## src/sv/mipds_pkg.sv

```systemverilog
package mipds_pkg;

    localparam int MAX_WIDTH  = 4096;
    localparam int LINE_DEPTH = MAX_WIDTH / 2;
    localparam int COL_W      = $clog2(MAX_WIDTH);
    localparam int ADDR_W     = $clog2(LINE_DEPTH);
    localparam int WIDTH_W    = 13;
    localparam int HEIGHT_W   = 16;
    localparam int CFG_DATA_W = 16;
    localparam int CFG_IDX_W  = 2;
    localparam int CH_W       = 8;
    localparam int CHANNELS   = 4;
    localparam int PSUM_W     = CH_W + 1;
    localparam int LINE_W     = CHANNELS * PSUM_W;

    localparam logic [CFG_IDX_W-1:0] REG_IMAGE_WIDTH  = 2'd0;
    localparam logic [CFG_IDX_W-1:0] REG_IMAGE_HEIGHT = 2'd1;

    typedef logic [CHANNELS-1:0][PSUM_W-1:0] psum_t;

    typedef struct packed {
        psum_t             hp;
        logic [ADDR_W-1:0] addr;
        logic              wr;
        logic              rd;
        logic              emit;
        logic              h1;
        logic              last;
    } item_t;

endpackage

```

## src/sv/mipds_back.sv

```systemverilog
module mipds_back (
    input  logic                              clk,
    input  logic                              rst_n,
    input  logic                              s1_valid,
    input  mipds_pkg::item_t                  s1_item,
    input  logic [mipds_pkg::LINE_W-1:0]      line_q,
    input  logic                              out_stall,
    output logic                              advance,
    output logic                              out_valid,
    output logic [mipds_pkg::CH_W-1:0]        red_out,
    output logic [mipds_pkg::CH_W-1:0]        green_out,
    output logic [mipds_pkg::CH_W-1:0]        blue_out,
    output logic [mipds_pkg::CH_W-1:0]        alpha_out,
    output logic                              last_pixel
);

    logic                 s2_valid_reg;
    mipds_pkg::item_t     s2_item_reg;
    logic                 out_valid_reg;
    logic                 last_reg;
    logic [mipds_pkg::CHANNELS-1:0][mipds_pkg::CH_W-1:0] pix_reg;
    logic [mipds_pkg::CHANNELS-1:0][mipds_pkg::CH_W-1:0] pix_next;
    mipds_pkg::psum_t     line_sum;
    logic [mipds_pkg::PSUM_W:0] total;

    assign advance  = !(out_valid_reg && out_stall);
    assign line_sum = line_q;

    always_comb
    begin
        total = '0;
        for (int c = 0; c < mipds_pkg::CHANNELS; c++)
        begin
            if (s2_item_reg.h1)
            begin
                total = {s2_item_reg.hp[c], 1'b0};
            end
            else
            begin
                total = {1'b0, line_sum[c]} + {1'b0, s2_item_reg.hp[c]};
            end
            pix_next[c] = total[mipds_pkg::PSUM_W:2];
        end
    end

    always_ff @(posedge clk or negedge rst_n)
    begin
        if (!rst_n)
        begin
            s2_valid_reg  <= 1'b0;
            out_valid_reg <= 1'b0;
        end
        else if (advance)
        begin
            s2_valid_reg  <= s1_valid;
            out_valid_reg <= s2_valid_reg && s2_item_reg.emit;
        end
    end

    always_ff @(posedge clk)
    begin
        if (advance)
        begin
            s2_item_reg <= s1_item;
            pix_reg     <= pix_next;
            last_reg    <= s2_item_reg.last;
        end
    end

    assign out_valid  = out_valid_reg;
    assign red_out    = pix_reg[0];
    assign green_out  = pix_reg[1];
    assign blue_out   = pix_reg[2];
    assign alpha_out  = pix_reg[3];
    assign last_pixel = last_reg;

endmodule

```

## config.mk

```make
export PLATFORM = sky130hd
export DESIGN_NAME = mipds_back
export DESIGN_NICKNAME = d
export VERILOG_FILES = /design/src/sv/mipds_pkg.sv /design/src/sv/mipds_back.sv
export SDC_FILE = /design/constraint.sdc
export NUM_CORES = 1
export LEC_CHECK = 0
export ABC_AREA = 1
export BUFFER_PORTS_ARGS = -buffer_cell sky130_fd_sc_hd__buf_4
export CAP_MARGIN = 0
export CORE_MARGIN = 1.5
export CORE_UTILIZATION = 47
export CTS_CLUSTER_SIZE = 12
export DETAILED_ROUTE_END_ITERATION = 8
export PLACE_DENSITY = 0.77
export SKIP_LAST_GASP = 1
export SYNTH_ARGS = -nofsm -noshare
export SYNTH_HDL_FRONTEND = slang
export SYNTH_SLANG_ARGS = --single-unit
```

## constraint.sdc

```tcl
create_clock -name clk -period 2.4 [get_ports clk]
set_input_delay 0.12 -clock clk [delete_from_list [all_inputs] [get_ports clk]]
set_output_delay 0.12 -clock clk [all_outputs]
set_load 0.1 [all_outputs]
```

After elaboration in Yosys (flattened, before gate mapping)
Cells that the tools add are included.

Register bits: 74. Input port bits: 92. Output and inout bits: 35. Word-level logic and storage cells: 25.

Add/sub/neg operators: 4. Muxes and demuxes: 4. Reduce and logical (&&, ||, !) cells: 3.

Operators with widths (number): 9-bit by 9-bit adder with 10-bit output (4); 10-bit two-way mux (4); 1-bit logical AND (2); 1-bit zero test (1).

Logic depth before layout (Yosys ltp)
Depth after elaboration: 2. Depth in mapped cells: 10.

Worst setup path before layout
No wires, ideal clock.

Path kind: reg2reg. Start point: register out_valid_reg (netlist: out_valid). End point: register s2_valid_reg. Setup time: 137 ps. Arrival: 3843 ps. Data required time: 2263 ps. Path slack: -1581 ps. Cell stages (with the launch flop): 3. Cells stage by stage: dfrtp_1 -> nand2_1 -> mux2_2.

Cells in the longest elaborated chain, start to end: 1.

Ends and longest elaborated chain: from (decl) (line mipds_back.sv:19) `logic out_valid_reg;`; from (signal assigned) (line mipds_back.sv:56) `out_valid_reg <= s2_valid_reg && s2_item_reg.emit;`; 1-bit logical AND (line mipds_back.sv:26) `assign advance = !(out_valid_reg && out_stall);`; to (signal assigned) (line mipds_back.sv:55) `s2_valid_reg <= s1_valid;`; to (decl) (line mipds_back.sv:17) `logic s2_valid_reg;`.

Every way passes these cells. A chain may end at the register's enable or synchronous reset.

==> qor.yml <==
layout:
  num-nets-final: 725
  diodes: 0
  seqCellArea_um2: 2210
  fill_cells: 631
  multi_input_area_um2: 1680
  drive_above_1_share: 0.229
  area_growth_pct: 37.7
  largest_register_ffs: 39
global_route:
  grt_pass1_vias: 3472
  grt_max_degree: 42
  track_usage: 0.212
  antenna_found_initial: 0
  grt_pass1_wl_um: 14900
  grt-ovfl-total: 0
routing:
  dr.pass1.iters: 5
  routed_via_density: 5.02
  drc_errors: 0
  drtIter0Drc: 130
  wire_per_inst_um: 13.3
  vias: 3567
  wirelength_um: 9430
  ant_nets: 0
synthesis:
  synth_warnings: 0
  synth_edf_count: 72
  synth.most_common_cell: "nand2_1"
  synthSimpleGateAreaFrac: 0.225
  synthArstFlopShare: 0.0270
  synth_mux_area_frac: 0.00274
  synth_commonest_cells: "nand2_1 (150), edfxtp_1 (72), inv_1 (46)"
  synth.area.top_cells: "edfxtp_1 (53%), nand2_1 (14%), ha_1 (9.7%)"
  synth_cells: 438
  ys_seq_area_frac: 0.538
  synth_top_family_by_area: "simple AND/OR/NAND/NOR gates"
  syn_area_per_cell_um2: 9.38
  yosys.area_share.adder: 0.0974
  synth_compound_area_frac: 0.0603
  synth_cell_type_count: 26
  synth_top_area_cell: "edfxtp_1"
  synth_seq_cells: 74
  yosys_most_used_dff: "edfxtp_1"
  netlist_area_um2: 4110
  synth_xor_area_frac: 0.0213
  synth_top_area_share: 0.526
  syn_nets: 562
clock_network:
  clock_latency_ps: 350
  cts_setup_buffers: 0
  clockBufferDepth: 2
  cts_hold_buf: 41
  cts.sinks: 74
  cts_htree_levels: 3
  post_cts_resized: 0
  cts-buffers-inserted: 9
  cts_tree: "yes"
  clockRootBuffer: "clkbuf_8"
  clk_pin_slew_ps: 80
run_status:
  status: "finished, final reports clean"
setup_path:
  critPathMaxStageDelay_ps: 430
  startpoint_type: "flop"
  crit_chain: "ha_1, nand3_1, nand2_1, nand2_1, nand2_1, nand2_1, nand2_1, nand2_1, nand3_1, nand2_1"
  crit_top_cell: "nand2_1"
  crit_type: "flop to flop"
  endpoint_kind: "flop"
  r2r_cells: 10
  r2r_start: "s2_item_reg[35]"
  critical_path_arrival_ps: 1860
  timing.rr.end: "blue_out[4]"
  crit_required_ps: 2500
  cp_max_fo: 3
  slowest_stage: "edfxtp_1"
  ff2ff_setup_slack_ps: 630
timing:
  finalClockSkew_ps: 11.2
  fin_crit_sh: 0.737
  worst_pin_slew_ps: 599
  fmax_ghz: 0.565
  timing.final.crit_period_ps: 1770
  hold_viol_final: 0
  finalMaxSlewViolations: 0
  totalNegativeSetupSlack_ps: 0
  slew_headroom: 0.600
  grt_setup_unrepaired: "no"
  setup_ws_ps: 632
  finalSetupViolCount: 0
placed_design:
  pre_cts_ws_ps: 677
  place_congestion: 0.846
  io_buffers: 113
  hpwl_um: 6640
floorplan:
  rows: 33
  die_area_um2: 9310
  coreArea_um2: 8340
  die_w_um: 96.5
  ioPinCount: 127
  die_h_um: 96.5
  initial_utilization: 0.493
power:
  ir_worst_vdd_v: 0.000425
  seq_power_share: 0.391
  power.density_nw_per_um2: 779
  p_sw_frac: 0.425
  static-leakage-power_nw: 2.75
  power_frac_comb: 0.422
  p_switching_mw: 1.87
  p_int_mw: 2.53
  p_clk_frac: 0.186
flow_run:
  maxCapViolations: 0
worst_hold_path:
  worstHoldPathType: "primary input to async pin"
==> worst max-delay path: cells and delay by family (launching register included) <==
family	cells	cell delay [ps]
fa+ha+maj	1	320
flops	1	430
simple gates	9	780
==> layout make-up <==
class / count / area share
Sequential cell: 74 / 0.391
Clock buffer: 12 / 0.0239
Timing Repair Buffer: 158 / 0.230
Multi-Input combinational cell: 311 / 0.297
Tap cell: 105 / 0.0232
Clock inverter: 4 / 0.00354
Inverter: 47 / 0.0312
==> how the worst max path moves through the flow <==
stage	startpoint	endpoint	slack [ps]
after detailed placement	s2_item_reg[35]	blue_out[4]	680
after global routing	s2_item_reg[17]	red_out[6]	540
after CTS	out_valid	advance	650
after floorplan	out_valid	s2_valid_reg	70
final	s2_item_reg[35]	blue_out[4]	630
after global placement	s2_item_reg[29]	green_out[7]	750
==> cells by family (layout without fill, tap and decap cells) <==
family	after synthesis	in the layout
compound gates	42	42
xor+xnor	10	10
fa+ha+maj	32	32
buf+inv	53	221
flops	74	74
mux	1	1
simple gates	226	226
==> metrics by stage <==
| stage | util | std cells | hold WS [ps] | power, mW | cell area, um^2 |
|---|---|---|---|---|---|
| 6_report | 0.678 | 711 | 81.4 | 4.41 | 5660 |
| 5_1_grt | 0.678 | 711 | 70.7 | 4.63 | 5660 |
| 4_1_cts | 0.678 | 711 | 80.1 | 4.42 | 5660 |
| 3_5_place_dp | 0.610 | 654 | -94.1 | 3.55 | 5090 |
| 3_3_place_gp | 0.610 | 654 | -96.9 | 3.51 | 5090 |
| 2_1_floorplan | - | 438 | -176 | 3.14 | 4120 |
==> power by group through the flow <==
stage | Sequential [mW] | Clock [mW] | Combinational [mW]
4_1_cts | 1.73 | 0.841 | 1.86
5_1_grt | 1.75 | 0.892 | 1.98
3_3_place_gp | 1.75 | 0 | 1.76
2_1_floorplan | 2.59 | 0 | 0.550
3_5_place_dp | 1.75 | 0 | 1.80
6_report | 1.72 | 0.820 | 1.86
==> layer usage <==
layer	track usage	wire length, um	up-vias
met5	0	0	-
met4	0.100	202	0
met3	0.0493	505	21
met2	0.381	4820	107
met1	0.236	3900	1641
li1	-	-	1798
==> cell usage in the layout (no fill, tap or decap), types with 3 or more instances in the layout <==
master / count
nand2_2: 4
xnor2_1: 6
edfxtp_1: 72
xor2_1: 4
o21ai_0: 7
ha_1: 32
a211o_1: 3
inv_1: 46
nand4_1: 4
o21bai_1: 3
nand2_1: 149
buf_4: 116
dlygate4sd3_1: 41
clkinv_2: 4
clkbuf_8: 9
a21oi_1: 17
o21ai_1: 6
nor2_1: 28
clkbuf_1: 3
nand3_1: 36
Note: power is estimated with default switching activity, not from simulation.
